`config.mk`:
```
export PLATFORM = sky130hd
export DESIGN_NAME = ipv4_dotted_quad_parser_unit_flat
export DESIGN_NICKNAME = d
export VERILOG_FILES = /design/src/ipv4dq_pkg.sv /design/src/ipv4dq_if.sv /design/src/ipv4dq_core.sv /design/src/ipv4_dotted_quad_parser_unit.sv /design/src/flat_wrapper.sv
export SDC_FILE = /design/constraint.sdc
export NUM_CORES = 1
export LEC_CHECK = 0
export BUFFER_PORTS_ARGS = -buffer_cell sky130_fd_sc_hd__buf_2
export CORE_MARGIN = 2
export CORE_UTILIZATION = 35
export DETAILED_ROUTE_END_ITERATION = 10
export REMOVE_ABC_BUFFERS = 1
export SYNTH_ARGS = -nofsm -noshare
export SYNTH_HDL_FRONTEND = slang
export SYNTH_SLANG_ARGS = --single-unit
```
`constraint.sdc`:
```
create_clock -name clk_i -period 6.85 [get_ports clk_i]
set_clock_uncertainty 0.1 [all_clocks]
set_input_delay 1.0275 -clock clk_i [delete_from_list [all_inputs] [get_ports clk_i]]
set_output_delay 1.0275 -clock clk_i [all_outputs]
set_load 0.005 [all_outputs]
```
`src/ipv4dq_pkg.sv`:
```
// ----------------------------------------------------------------------------
// ipv4dq_pkg
// Shared types, character codes and mask tables of the dotted-quad parser.
// ----------------------------------------------------------------------------
package ipv4dq_pkg;

  // Character codes used by the parser.
  localparam logic [7:0] CharDot  = 8'h2E;
  localparam logic [7:0] CharZero = 8'h30;
  localparam logic [7:0] CharNine = 8'h39;

  // Largest legal octet value and the saturation point of the accumulator.
  localparam logic [8:0] OctetMax = 9'd255;
  localparam logic [8:0] AccSat   = 9'd256;

  // Index of the last octet.
  localparam logic [1:0] LastOctet = 2'd3;

  // Register index of mask_mode, as decoded from the word address bit.
  localparam logic MaskModeReg = 1'b0;

  // Result error codes.
  typedef enum logic [2:0] {
    ERR_NONE   = 3'd0,
    ERR_RANGE  = 3'd1,
    ERR_DOT    = 3'd2,
    ERR_STRAY  = 3'd3,
    ERR_MASK   = 3'd4,
    ERR_CONTIG = 3'd5
  } err_e;

  // One character handed to the parsing core.
  typedef struct packed {
    logic       fire;
    logic [7:0] text_char;
    logic       end_of_text;
    logic       mask_mode;
  } step_t;

  // Result that the core produces on an end-of-text transaction.
  typedef struct packed {
    logic [31:0] address_value;
    err_e        error_code;
    logic [5:0]  prefix_length;
  } res_t;

  // True for the octet values that may appear in a subnet mask.
  function automatic logic mask_octet_ok(input logic [7:0] v);
    logic ok;
    case (v)
      8'h00, 8'h80, 8'hC0, 8'hE0, 8'hF0, 8'hF8, 8'hFC, 8'hFE, 8'hFF: ok = 1'b1;
      default: ok = 1'b0;
    endcase
    return ok;
  endfunction

  // Number of leading ones in a legal mask octet; zero for anything else.
  function automatic logic [3:0] mask_octet_ones(input logic [7:0] v);
    logic [3:0] n;
    case (v)
      8'h80:   n = 4'd1;
      8'hC0:   n = 4'd2;
      8'hE0:   n = 4'd3;
      8'hF0:   n = 4'd4;
      8'hF8:   n = 4'd5;
      8'hFC:   n = 4'd6;
      8'hFE:   n = 4'd7;
      8'hFF:   n = 4'd8;
      default: n = 4'd0;
    endcase
    return n;
  endfunction

endpackage

```
`src/ipv4dq_if.sv`:
```
// ----------------------------------------------------------------------------
// ipv4dq_if
// Valid/ready channels for the character stream and the parse results.
// ----------------------------------------------------------------------------

// Character stream: one text character or an end-of-text marker.
interface ipv4dq_char_if;
  logic       valid;
  logic       ready;
  logic [7:0] text_char;
  logic       end_of_text;

  modport source (output valid, output text_char, output end_of_text, input ready);
  modport sink   (input valid, input text_char, input end_of_text, output ready);
endinterface

// Result stream: one parsed address per text.
interface ipv4dq_res_if;
  logic        valid;
  logic        ready;
  logic [31:0] address_value;
  logic [2:0]  error_code;
  logic [5:0]  prefix_length;

  modport source (output valid, output address_value, output error_code,
                  output prefix_length, input ready);
  modport sink   (input valid, input address_value, input error_code,
                  input prefix_length, output ready);
endinterface

```
`src/ipv4dq_core.sv`:
```
// ----------------------------------------------------------------------------
// ipv4dq_core
// Parsing state and the per-character update of the dotted-quad parser.
// ----------------------------------------------------------------------------
module ipv4dq_core (
  input  logic               clk_i,
  input  logic               rst_ni,
  input  ipv4dq_pkg::step_t  step_i,
  output ipv4dq_pkg::res_t   res_o
);

  logic [1:0]       idx_q, idx_d;
  logic [8:0]       acc_q, acc_d;
  logic [31:0]      asm_q, asm_d;
  logic [7:0]       prior_q, prior_d;
  ipv4dq_pkg::err_e err_q, err_d;
  logic [5:0]       pfx_q, pfx_d;

  logic             is_digit;
  logic [11:0]      acc_next;
  logic [7:0]       oct;
  ipv4dq_pkg::err_e close_err;
  logic [31:0]      asm_commit;
  logic [5:0]       pfx_commit;
  ipv4dq_pkg::err_e end_err;

  // Decimal accumulate with saturation at 256.
  assign is_digit = step_i.text_char inside {[ipv4dq_pkg::CharZero:ipv4dq_pkg::CharNine]};
  assign acc_next = {acc_q, 3'b000} + {2'b00, acc_q, 1'b0}
                  + {8'h00, 4'(step_i.text_char - ipv4dq_pkg::CharZero)};

  // Checks applied when an octet closes, in priority order.
  assign oct = acc_q[7:0];
  always_comb begin
    if (acc_q > ipv4dq_pkg::OctetMax) begin
      close_err = ipv4dq_pkg::ERR_RANGE;
    end else if (step_i.mask_mode && !ipv4dq_pkg::mask_octet_ok(oct)) begin
      close_err = ipv4dq_pkg::ERR_MASK;
    end else if (step_i.mask_mode && (prior_q != 8'hFF) && (oct != 8'h00)) begin
      close_err = ipv4dq_pkg::ERR_CONTIG;
    end else begin
      close_err = ipv4dq_pkg::ERR_NONE;
    end
  end

  assign asm_commit = {asm_q[23:0], oct};
  assign pfx_commit = step_i.mask_mode
                    ? pfx_q + {2'b00, ipv4dq_pkg::mask_octet_ones(oct)} : pfx_q;

  // Final error code of a text closed by the current end marker.
  always_comb begin
    if (err_q != ipv4dq_pkg::ERR_NONE) begin
      end_err = err_q;
    end else if (close_err != ipv4dq_pkg::ERR_NONE) begin
      end_err = close_err;
    end else if (idx_q != ipv4dq_pkg::LastOctet) begin
      end_err = ipv4dq_pkg::ERR_DOT;
    end else begin
      end_err = ipv4dq_pkg::ERR_NONE;
    end
  end

  // Result of the end marker; only sampled on an end-of-text transaction.
  always_comb begin
    res_o.error_code = end_err;
    if (end_err != ipv4dq_pkg::ERR_NONE) begin
      res_o.address_value = '0;
      res_o.prefix_length = '0;
    end else begin
      res_o.address_value = asm_commit;
      res_o.prefix_length = step_i.mask_mode ? pfx_commit : 6'd0;
    end
  end

  // Next state for one character transaction.
  always_comb begin
    idx_d   = idx_q;
    acc_d   = acc_q;
    asm_d   = asm_q;
    prior_d = prior_q;
    err_d   = err_q;
    pfx_d   = pfx_q;
    if (step_i.fire) begin
      if (step_i.end_of_text) begin
        idx_d   = '0;
        acc_d   = '0;
        asm_d   = '0;
        prior_d = 8'hFF;
        err_d   = ipv4dq_pkg::ERR_NONE;
        pfx_d   = '0;
      end else if (err_q == ipv4dq_pkg::ERR_NONE) begin
        if (is_digit) begin
          acc_d = (acc_next > {3'b000, ipv4dq_pkg::AccSat})
                ? ipv4dq_pkg::AccSat : acc_next[8:0];
        end else begin
          acc_d = '0;
          if (close_err != ipv4dq_pkg::ERR_NONE) begin
            err_d = close_err;
          end else begin
            asm_d = asm_commit;
            pfx_d = pfx_commit;
            if (step_i.mask_mode) begin
              prior_d = oct;
            end
            if (idx_q != ipv4dq_pkg::LastOctet && step_i.text_char == ipv4dq_pkg::CharDot) begin
              idx_d = idx_q + 2'd1;
            end else if (idx_q != ipv4dq_pkg::LastOctet) begin
              err_d = ipv4dq_pkg::ERR_DOT;
            end else begin
              err_d = ipv4dq_pkg::ERR_STRAY;
            end
          end
        end
      end
    end
  end

  // State registers.
  always_ff @(posedge clk_i or negedge rst_ni) begin
    if (!rst_ni) begin
      idx_q   <= '0;
      acc_q   <= '0;
      asm_q   <= '0;
      prior_q <= 8'hFF;
      err_q   <= ipv4dq_pkg::ERR_NONE;
      pfx_q   <= '0;
    end else begin
      idx_q   <= idx_d;
      acc_q   <= acc_d;
      asm_q   <= asm_d;
      prior_q <= prior_d;
      err_q   <= err_d;
      pfx_q   <= pfx_d;
    end
  end

endmodule

```
`src/ipv4_dotted_quad_parser_unit.sv`:
```
// ----------------------------------------------------------------------------
// ipv4_dotted_quad_parser_unit
// Streaming parser of dotted-decimal IPv4 addresses and subnet masks.
// ----------------------------------------------------------------------------
// Usage: characters of a text such as "10.0.0.1" arrive on in_i, one per
// transaction; a transaction with end_of_text high closes the text and its
// character is ignored. Each closed text yields one transaction on res_o
// carrying the address, an error code and, in mask mode, the prefix length.
// Characters that are not end markers yield nothing.
// The mask_mode register (APB, address 0, bit 0) selects mask parsing; it
// must be written only while no text is in flight, a rule on the user that
// the block does not enforce. A character is captured in the input register
// and then processed by the parsing core; the result of an end marker goes
// into the result register, from which it is shown on res_o.
// Throughput: one character per cycle while no end marker waits for the
// result register.
// Stall: while res_o is held back, characters still flow; only a further end
// marker waits in the input register until the pending result is taken.
// Reset clears the parsing state, the result valid flag and the mask_mode register.
module ipv4_dotted_quad_parser_unit (
  input  logic          clk_i,
  input  logic          rst_ni,
  ipv4dq_char_if.sink   in_i,
  ipv4dq_res_if.source  res_o,
  input  logic          psel,
  input  logic          penable,
  input  logic          pwrite,
  input  logic [2:0]    paddr,
  input  logic [31:0]   pwdata,
  output logic [31:0]   prdata,
  output logic          pready
);

  logic             in_valid_q;
  logic [7:0]       char_q;
  logic             eot_q;
  logic             out_valid_q, out_valid_d;
  ipv4dq_pkg::res_t res_q;
  logic             mask_q;

  logic             out_free;
  logic             advance;
  logic             in_take;
  ipv4dq_pkg::step_t step;
  ipv4dq_pkg::res_t  res;

  // Configuration port: one register, always ready.
  assign pready = 1'b1;
  assign prdata = (paddr[2] == ipv4dq_pkg::MaskModeReg) ? {31'd0, mask_q} : 32'd0;

  always_ff @(posedge clk_i or negedge rst_ni) begin
    if (!rst_ni) begin
      mask_q <= 1'b0;
    end else if (psel && penable && pwrite && pready
                 && (paddr[2] == ipv4dq_pkg::MaskModeReg)) begin
      mask_q <= pwdata[0];
    end
  end

  // Handshake: the held character moves on unless it is an end marker
  // that finds the result register occupied.
  assign out_free = !out_valid_q || res_o.ready;
  assign advance  = in_valid_q && (!eot_q || out_free);
  assign in_take  = in_i.valid && in_i.ready;
  assign in_i.ready = !in_valid_q || advance;

  // Input register.
  always_ff @(posedge clk_i or negedge rst_ni) begin
    if (!rst_ni) begin
      in_valid_q <= 1'b0;
    end else if (in_i.ready) begin
      in_valid_q <= in_i.valid;
    end
  end

  always_ff @(posedge clk_i) begin
    if (in_take) begin
      char_q <= in_i.text_char;
      eot_q  <= in_i.end_of_text;
    end
  end

  // Parsing core.
  assign step.fire        = advance;
  assign step.text_char   = char_q;
  assign step.end_of_text = eot_q;
  assign step.mask_mode   = mask_q;

  ipv4dq_core u_core (
    .clk_i  (clk_i),
    .rst_ni (rst_ni),
    .step_i (step),
    .res_o  (res)
  );

  // Result register.
  always_comb begin
    if (advance && eot_q) begin
      out_valid_d = 1'b1;
    end else if (res_o.ready) begin
      out_valid_d = 1'b0;
    end else begin
      out_valid_d = out_valid_q;
    end
  end

  always_ff @(posedge clk_i or negedge rst_ni) begin
    if (!rst_ni) begin
      out_valid_q <= 1'b0;
    end else begin
      out_valid_q <= out_valid_d;
    end
  end

  always_ff @(posedge clk_i) begin
    if (advance && eot_q) begin
      res_q <= res;
    end
  end

  assign res_o.valid         = out_valid_q;
  assign res_o.address_value = res_q.address_value;
  assign res_o.error_code    = res_q.error_code;
  assign res_o.prefix_length = res_q.prefix_length;

endmodule

```
`src/flat_wrapper.sv`:
```
// flat-port wrapper written by rule: the top's interface ports become plain ports
module ipv4_dotted_quad_parser_unit_flat 
  (clk_i, rst_ni, psel, penable, pwrite, paddr, pwdata, prdata, pready, in_i_valid, in_i_text_char, in_i_end_of_text, in_i_ready, res_o_valid, res_o_address_value, res_o_error_code, res_o_prefix_length, res_o_ready);
  ipv4dq_char_if in_i_i ();
  ipv4dq_res_if res_o_i ();
  input  logic clk_i;
  input  logic rst_ni;
  input  logic psel;
  input  logic penable;
  input  logic pwrite;
  input  logic [2:0] paddr;
  input  logic [31:0] pwdata;
  output logic [31:0] prdata;
  output logic pready;
  input wire logic [$bits(in_i_i.valid)-1:0] in_i_valid;
  input wire logic [$bits(in_i_i.text_char)-1:0] in_i_text_char;
  input wire logic [$bits(in_i_i.end_of_text)-1:0] in_i_end_of_text;
  output wire logic [$bits(in_i_i.ready)-1:0] in_i_ready;
  output wire logic [$bits(res_o_i.valid)-1:0] res_o_valid;
  output wire logic [$bits(res_o_i.address_value)-1:0] res_o_address_value;
  output wire logic [$bits(res_o_i.error_code)-1:0] res_o_error_code;
  output wire logic [$bits(res_o_i.prefix_length)-1:0] res_o_prefix_length;
  input wire logic [$bits(res_o_i.ready)-1:0] res_o_ready;
  assign in_i_i.valid = in_i_valid;
  assign in_i_i.text_char = in_i_text_char;
  assign in_i_i.end_of_text = in_i_end_of_text;
  assign in_i_ready = in_i_i.ready;
  assign res_o_valid = res_o_i.valid;
  assign res_o_address_value = res_o_i.address_value;
  assign res_o_error_code = res_o_i.error_code;
  assign res_o_prefix_length = res_o_i.prefix_length;
  assign res_o_i.ready = res_o_ready;
  ipv4_dotted_quad_parser_unit u_core (.clk_i(clk_i), .rst_ni(rst_ni), .in_i(in_i_i), .res_o(res_o_i), .psel(psel), .penable(penable), .pwrite(pwrite), .paddr(paddr), .pwdata(pwdata), .prdata(prdata), .pready(pready));
endmodule
```
==> results.toml, run 1 <==
[clocking]
clk_path_buf_depth = 2
cts_tree = "yes"
clock_latency_ns = 0.35
clock_sinks = 105
cts_setup_buffers = 0
cts_resized = 0
ctsHtreeMaxLevel = 3
cts_buffers = 9
clk_pin_slew_ns = 0.07
cts-root-buf = "clkbuf_16"
cts_hold_buf = 0

[power_and_ir_drop]
ir_worst_vdd_mv = 0.120
p_leak_nw = 2.64
p_per_area_nw_per_um2 = 273

[synthesis]
synth.top_cell.area_share_pct = 28.3
syn_avg_cell_area_sq_um = 12.0
yosysTopAreaCell = "edfxtp_1"
ys_ff_latch = 105
synth_top_flop_cell = "edfxtp_1"
synth.distinct_cells = 71
synth-seq-area-share_pct = 54.4
synth-async-reset-ratio_pct = 52.4
synth_area_sq_um = 5310
synth.area.top_cells = "edfxtp_1 (28%), dfrtp_1 (22%), ha_1 (5.2%)"
syn_inst = 442
synth.yosys.warnings = 0
synth_edf_count = 50

[route]
drt_first_pass_iters = 4
drt_drc_violations_left = 0
post_drt_wl_per_cell_microns = 14.9
via_per_inst = 4.99
routed_wl_mm = 10.3
drt-initial-drc-count = 256
ant_nets = 0
vias = 3436

[sta]
setup_ws_ns = 3.38
hold_ws_ns = 0.401
finalSetupViolCount = 0
finalCriticalPeriod_ns = 3.47
worst_slew_pin_slew_ns = 1.23
relSlewSlack_pct = 17.6
slew_violations = 0
timing.fmax_ghz = 0.288
rsz0062_at_grt = "false"
hold_viol = 0
period_share_pct = 50.7
fin_setup_tns_ns = 0

[grt]
grt_max_degree = 56
met3_usage_pct = 3.39
grtUsageMet2_pct = 21.8
grt_pass1_wl_mm = 17.0
antenna_found_initial = 0
grt_pass1_vias = 3412
overflow = 0
grt_util_all_layers_pct = 13.3
busiest_layer = "met2"
grt.met1_usage_pct = 16.6

[finish]
fin_nets = 572
drive_gt1_share_pct = 20.8
final_common_cell = "buf_2"
final_area_sq_um = 6000
most-common-layout-cells = "buf_2 (61), edfxtp_1 (50), dfrtp_1 (47)"
area.growth.synth_to_final_pct = 13.0
diodes = 0
fin_util_pct = 39.9
fill_cells = 1439

[min_path]
min_path_cells = 1
hold_class = "register to register"

[floorplan]
row_count = 45
num_io_pins = 127
die_w_microns = 127
initial_core_util_pct = 35.3
fp.coreArea_sq_um = 15000
die_h_microns = 127
die_area_sq_um = 16200

[setup_path]
worst_setup_path_start_kind = "register"
endpoint_kind = "register"
worstSetupPathType = "register to register"
worstPathArrival_ns = 3.58
cp.required_ns = 6.96
r2r_cells = 9
cp_max_fo = 9

[place]
io_buffers = 61
dp_hpwl_mm = 7.04
pre_cts_ws_ns = 3.22
gp_congestion = 0.773
placed_area_sq_um = 5660

[flow_run]
drv_cap = 0

[status]
status = "finished, final reports clean"
-- metal layers --
metal  wire, microns  up-vias
met5               0        -
li1                -     1661
met1            4580     1661
met3             518       18
met4             250        0
met2            4910       96
-- critical path, stage by stage, from the launching register on --
cell       delay (ns)
dfrtp_1          0.54
inv_1            0.22
fa_1             0.56
fa_1             0.47
nor2b_1          0.17
o31a_1           0.25
o21ai_0          0.12
a2bb2oi_1        0.36
a21boi_1         0.42
o32ai_1          0.13
-- state kept, by name, summed over array words and instances (netlist names), 3 cells and up --
signal and flops:
u_core.res_o.error_code 3, u_core.char_q 8, u_core.u_core.asm_q 24, u_core.res_o.prefix_length 6, u_core.u_core.prior_q 8, u_core.u_core.acc_q 9, u_core.res_o.address_value 32, u_core.u_core.pfx_q 6
u_core.u_core.err_q 3
-- metrics by stage --
stage	std cells	power (mW)
after global placement	673	1.06
after floorplan	423	0.980
after global routing	689	1.72
after CTS	689	1.66
after detailed placement	673	1.08
final	689	1.64
-- where the power goes --
| part | switching, mW | leakage [nW] | internal (mW) |
|---|---|---|---|
| Sequential | 0.0485 | 1.21 | 0.748 |
| Combinational | 0.159 | 1.27 | 0.103 |
| Clock | 0.235 | 0.162 | 0.346 |
| Total | 0.442 | 2.64 | 1.20 |
-- final timing paths --
kind / startpoint / end / slack (ns)
min in group asynchronous: rst_ni / u_core.u_core.asm_q[21]$_DFFE_PN0P_ / 0.70
worst min register to register: u_core.u_core.asm_q[18]$_DFFE_PN0P_ / u_core.u_core.asm_q[18]$_DFFE_PN0P_ / 0.40
worst min-delay path: u_core.u_core.asm_q[18]$_DFFE_PN0P_ / u_core.u_core.asm_q[18]$_DFFE_PN0P_ / 0.40
worst max register to register: u_core.u_core.acc_q[0]$_DFFE_PN0P_ / u_core.u_core.acc_q[2]$_DFFE_PN0P_ / 3.38
worst max-delay path: u_core.u_core.acc_q[0]$_DFFE_PN0P_ / u_core.u_core.acc_q[2]$_DFFE_PN0P_ / 3.38
max in group asynchronous: rst_ni / u_core.res_o.valid$_DFFE_PN0P_ / 5.47
-- Yosys cell counts (3+ instances only) --
| cell type | instances |
|---|---|
| o22a_1 | 9 |
| dfstp_2 | 8 |
| a22o_1 | 26 |
| o21ai_1 | 6 |
| o211ai_1 | 3 |
| a21o_1 | 4 |
| nand2_1 | 23 |
| clkbuf_1 | 11 |
| o31ai_1 | 8 |
| nand2b_1 | 4 |
| and2_1 | 31 |
| fa_1 | 3 |
| xor2_1 | 6 |
| o21ai_0 | 8 |
| a21oi_1 | 7 |
| dfrtp_1 | 47 |
| nor2_1 | 18 |
| edfxtp_1 | 50 |
| buf_2 | 3 |
| ha_1 | 22 |
| nand3_1 | 4 |
| nor3_1 | 7 |
| inv_1 | 22 |
| nor2b_1 | 6 |
| nand4_1 | 4 |
| a22oi_1 | 3 |
| buf_6 | 3 |
| and3_1 | 6 |
| buf_4 | 32 |
| o21a_1 | 3 |
| mux2i_1 | 4 |
| xnor2_1 | 3 |
| o41ai_1 | 3 |
-- logic make-up (layout without fill, tap and decap cells) --
| group | Yosys count | in the layout | share of synthesized area, % |
|---|---|---|---|
| adder cells (fa/ha/maj) | 25 | 25 | 6.31 |
| multiplexers | 5 | 5 | 0.966 |
| other | 2 | 32 | 0.141 |
| XOR/XNOR | 9 | 9 | 1.48 |
| buffers and inverters | 71 | 100 | 7.77 |
| AO/OA/AOI/OAI | 101 | 101 | 15.3 |
| flip-flops | 105 | 105 | 54.4 |
| AND/OR/NAND/NOR | 124 | 124 | 13.6 |
-- final cells by class --
type	count	area, sq um	area share [%]
sequential	105	2890	48.1
multi-input combinational	296	2140	35.6
timing repair buffer	62	313	5.21
clock buffer	10	250	4.17
tap	188	235	3.92
clock inverter	6	95.1	1.58
inverter	22	82.6	1.38
No activity file was read; power rests on OpenSTA's default activity.
==> run 2, diff against run 1 <==
- ABC_AREA: default -> 1
- clock period: 6.85 -> 3.5 ns (I/O delays scaled with it)
==> run 2 against run 1 <==
Net effect:
- via count rose by 12%
- maximum frequency increased by 15%
- core utilization up 0.36 points
- register-to-register slack got worse by 2.9 ns
- area after synthesis rose by 3.5%
- die area up 3.4%
- cell count rose by 23%
==> results.toml, run 2 <==
[power_and_ir_drop]
p_per_area_nw_per_um2 = 473
internal_power_mw = 2.03
p_leak_nw = 2.75
seqPwrFrac_pct = 50.4
p_clk_share_pct = 32.7
power.net_switching_mw = 0.879
ir_worst_vdd_mv = 0.303
power.total_mw = 2.91
combPwrFrac_pct = 16.9
switching_share_pct = 30.2

[grt]
grt_max_degree = 42
grt_pass1_vias = 3741
grtUsageMet2_pct = 21.3
met3_usage_pct = 3.67
antenna_found_initial = 0
busiest_layer = "met2"
overflow = 0
grt.met1_usage_pct = 17.4
grt_pass1_wl_mm = 17.5
grt_util_all_layers_pct = 13.2

[synthesis]
ys_ff_latch = 105
synth_top_flop_cell = "edfxtp_1"
syn_avg_cell_area_sq_um = 9.62
synth_edf_count = 50
synth.yosys.warnings = 0
ys_top_cells_by_count = "nand2_1 (105), inv_1 (70), edfxtp_1 (50), dfrtp_1 (47), nor2_1 (43)"
synth.area.top_cells = "edfxtp_1 (27%), dfrtp_1 (21%), nand2_1 (7.2%)"
synth-seq-area-share_pct = 52.5
synth.top_cell.area_share_pct = 27.3
syn_inst = 572
synth-async-reset-ratio_pct = 52.4
yosysMostFrequentCell = "nand2_1"
synth_area_sq_um = 5500
synth.distinct_cells = 37
yosysTopAreaCell = "edfxtp_1"

[sta]
period_share_pct = 86.6
rsz0062_at_grt = "false"
finalCriticalPeriod_ns = 3.03
slew_violations = 0
worst_slew_pin_slew_ns = 0.956
finalSetupViolCount = 0
setup_ws_ns = 0.469
hold_viol = 0
fin_setup_tns_ns = 0
relSlewSlack_pct = 36.0
timing.fmax_ghz = 0.330

[clocking]
clk_pin_slew_ns = 0.07
cts_tree = "yes"
cts_hold_buf = 0
cts_buffers = 9
clock_latency_ns = 0.35
clk_path_buf_depth = 2
cts_resized = 0
ctsHtreeMaxLevel = 3
cts_setup_buffers = 0
cts-root-buf = "clkbuf_16"
clock_sinks = 105

[setup_path]
startpoint = "u_core.u_core.acc_q[0]$_DFFE_PN0P_"
endpoint_kind = "register"
r2r_start = "u_core.u_core.acc_q[0]$_DFFE_PN0P_"
cp.required_ns = 3.67
worst_setup_path_start_kind = "register"
cp_max_fo = 8
worstSetupPathType = "register to register"
worstPathArrival_ns = 3.20

[finish]
largest_reg_flops = 32
final_area_sq_um = 6150
drive_gt1_share_pct = 22.4
final_common_cell = "nand2_1"
fin_nets = 708
area.growth.synth_to_final_pct = 11.8
diodes = 0
most-common-layout-cells = "nand2_1 (105), inv_1 (70), buf_2 (61)"
finalNonFillerCells = 848

[floorplan]
initial_core_util_pct = 36.0
die_h_microns = 129
die_area_sq_um = 16700
row_count = 45
num_io_pins = 127
die_w_microns = 129
fp.coreArea_sq_um = 15300

[route]
drt-initial-drc-count = 257
vias = 3833
via_per_inst = 4.52
drt_drc_violations_left = 0
post_drt_wl_per_cell_microns = 12.2
ant_nets = 0
drt_first_pass_iters = 4
routed_wl_mm = 10.3

[place]
gp_congestion = 0.914
pre_cts_ws_ns = 0.457
dp_hpwl_mm = 7.59
io_buffers = 61
post-place-cells = 832
placed_area_sq_um = 5870

[min_path]
hold_class = "primary input to asynchronous set/reset pin"

[flow_run]
drv_cap = 0

[status]
status = "finished, final reports clean"
## run 2: area by class of cell
type                    count  area [sq um]
clock buffers              10           229
flip-flops and latches    105          2890
well taps                 211           264
inverters                  74           278
repair buffers             65           335
multi-input cells         377          2100
clock inverters             6          48.8
fillers                  1510          9110
## run 2: power by group through the flow
stage / clock network (mW) / logic, mW / registers, mW
floorplan: 0 / 0.345 / 1.48
global placement: 0 / 0.485 / 1.49
detailed placement: 0 / 0.498 / 1.49
CTS: 0.981 / 0.499 / 1.47
global route: 1.03 / 0.551 / 1.48
finish: 0.950 / 0.492 / 1.47
## run 2: logic make-up after synthesis
logic type,share of synthesized area (%)
AND/OR/NAND/NOR,20.8
adder cells (fa/ha/maj),6.10
AO/OA/AOI/OAI,8.53
flip-flops,52.5
XOR/XNOR,0.637
other,0.137
buffers and inverters,11.3
## run 2: layer usage
metal / up-vias / share of wire (%)
met5: - / 0
met4: 0 / 1.3
met3: 10 / 5.9
met2: 114 / 45
met1: 1770 / 48
li1: 1939 / -
## run 2: worst max-delay path, stage by stage (launching register included)
cell and delay [ns]:
dfrtp_1 0.51, inv_2 0.13, fa_1 0.54, fa_1 0.56, inv_1 0.05, nor2_1 0.07, nand2_1 0.06, nor2_1 0.11
nand3_1 0.08, nor2_1 0.11, nand2_1 0.05, a21oi_1 0.20, nand2_1 0.19, o21ai_0 0.19
## run 2: per-stage QoR
step,utilization [%],hold WS (ns)
after floorplan,-,0.129
after global placement,38.5,0.370
after detailed placement,38.5,0.372
after CTS,40.3,0.116
after global routing,40.3,0.152
final,40.3,0.105
## run 2: final timing paths
check	to	slack [ns]	depth (start not counted)
max reg2reg	u_core.u_core.acc_q[1]$_DFFE_PN0P_	0.47	13
max in group asynchronous	u_core.u_core.prior_q[5]$_DFFE_PN1P_	2.34	2
min reg2reg	u_core.u_core.prior_q[6]$_DFFE_PN1P_	0.39	2
max	u_core.u_core.acc_q[1]$_DFFE_PN0P_	0.47	13
min in group clk_i	u_core.char_q[3]$_DFFE_PP_	0.24	1
min	u_core.u_core.asm_q[7]$_DFFE_PN0P_	0.11	1
==> run 3, diff against run 2 <==
- HOLD_SLACK_MARGIN: default -> 0.12
==> run 3 against run 2 <==
Net effect:
- worst setup slack gained 0.00082 ns
- wire length grew 0.32%
- core utilization grew 0.066 points
- maximum frequency is essentially flat
- critical path depth is the same
- non-clock buffer count grew 1
- count of clock-buffer cells in the layout is the same
- largest cell class unchanged
==> results.toml, run 3 (synthesized netlist as in run 2, its figures left out) <==
[power_and_ir_drop]
ir_worst_vdd_mv = 0.303
p_leak_nw = 2.76
p_per_area_nw_per_um2 = 472

[route]
drt-initial-drc-count = 259
via_per_inst = 4.50
drt_first_pass_iters = 4
drt_drc_violations_left = 0
ant_nets = 0
routed_wl_mm = 10.3
vias = 3822
post_drt_wl_per_cell_microns = 12.2

[sta]
hold_ws_ns = 0.242
period_share_pct = 86.6
rsz0062_at_grt = "false"
setup_ws_ns = 0.470
worst_slew_pin_slew_ns = 0.945
finalSetupViolCount = 0
timing.fmax_ghz = 0.330
slew_violations = 0
finalCriticalPeriod_ns = 3.03
hold_viol = 0
fin_setup_tns_ns = 0
relSlewSlack_pct = 36.7

[setup_path]
worstSetupPathType = "register to register"
worst_setup_path_start_kind = "register"
path_delay_family = "adder cells"
r2r_setup_slack_ns = 0.47
worstPathArrival_ns = 3.20
endpoint_kind = "register"
cp_max_fo = 8
cp_num_buf_inv = 2
cpPeakStageDelay_ns = 0.56
cp.required_ns = 3.67
crit_path_cell_trace = "inv_2 -> fa_1 -> fa_1 -> inv_1 -> nor2_1 -> nand2_1 -> nor2_1 -> nand3_1 -> nor2_1 -> nand2_1 -> a21oi_1 -> nand2_1 -> o21ai_0"
critPathSlowestCell = "fa_1"

[floorplan]
fp.coreArea_sq_um = 15300
num_io_pins = 127
die_area_sq_um = 16700
die_h_microns = 129
die_w_microns = 129
initial_core_util_pct = 36.0
row_count = 45

[clocking]
cts_tree = "yes"
clock_sinks = 105
cts_resized = 0
cts_buffers = 9
clk_pin_slew_ns = 0.07
ctsHtreeMaxLevel = 3
cts-root-buf = "clkbuf_16"
clk_path_buf_depth = 2
clock_latency_ns = 0.35

[place]
gp_congestion = 0.914
dp_hpwl_mm = 7.59
pre_cts_ws_ns = 0.457
io_buffers = 61

[finish]
fill_cells = 1509
area.growth.synth_to_final_pct = 11.9
diodes = 0
largest_reg_flops = 32
fin_nets = 709
most-common-layout-cells = "nand2_1 (105), inv_1 (70), buf_2 (61)"
final_common_cell = "nand2_1"
multi_input_area_sq_um = 2100
seqCellArea_sq_um = 2890
drive_gt1_share_pct = 22.4

[grt]
grt_pass1_vias = 3741
grt_pass1_wl_mm = 17.5
overflow = 0
grt_util_all_layers_pct = 13.2
grt_max_degree = 42
antenna_found_initial = 0

[status]
status = "finished, final reports clean"

[flow_run]
drv_cap = 0

[min_path]
hold_class = "primary input to register"
run 3: cell count changes in the layout (fill, tap and decap cells not counted):
cell	before	now
dlygate4sd3_1	0	1
run 3: worst paths after layout:
kind / depth (start not counted) / start / to
setup / recovery: 13 / u_core.u_core.acc_q[0]$_DFFE_PN0P_ / u_core.u_core.acc_q[1]$_DFFE_PN0P_
hold / removal: 1 / in_i_text_char[3] / u_core.char_q[3]$_DFFE_PP_
setup reg to reg: 13 / u_core.u_core.acc_q[0]$_DFFE_PN0P_ / u_core.u_core.acc_q[1]$_DFFE_PN0P_
hold reg to reg: 2 / u_core.u_core.prior_q[6]$_DFFE_PN1P_ / u_core.u_core.prior_q[6]$_DFFE_PN1P_
max in group asynchronous: 3 / rst_ni / u_core.u_core.prior_q[5]$_DFFE_PN1P_
min in group asynchronous: 2 / rst_ni / u_core.u_core.asm_q[15]$_DFFE_PN0P_
run 3: final cells by class:
type,count,share of cell area [%]
Clock inverter,6,0.793
Timing Repair Buffer,66,5.61
Clock buffer,10,3.72
Tap cell,211,4.29
Inverter,74,4.51
Sequential cell,105,46.9
Multi-Input combinational cell,377,34.2
run 3: timing repair:
action                                 4_1_cts  5_1_grt
setup buffers                                0        0
setup endpoints to repair                    0        0
endpoints found under the hold margin       11        0
hold buffers                                 1        0
run 3: power by group:
group / internal [mW] / switching (mW)
combinational: 0.123 / 0.369
sequential: 1.41 / 0.0504
clock: 0.491 / 0.458
run 3: metal layers:
layer,wire length [microns],track usage (%)
met5,0,0
met4,129,3.77
met3,631,3.67
met2,4670,21.3
met1,4920,17.4
run 3: per-stage QoR:
stage               instance area [sq um]  total power [mW]  cells  utilization [%]
floorplan                            5270              1.83    556                -
global placement                     5870              1.97    832             38.5
detailed placement                   5870              1.99    832             38.5
CTS                                  6160              2.95    849             40.4
global route                         6160              3.06    849             40.4
finish                               6160              2.91    849             40.4
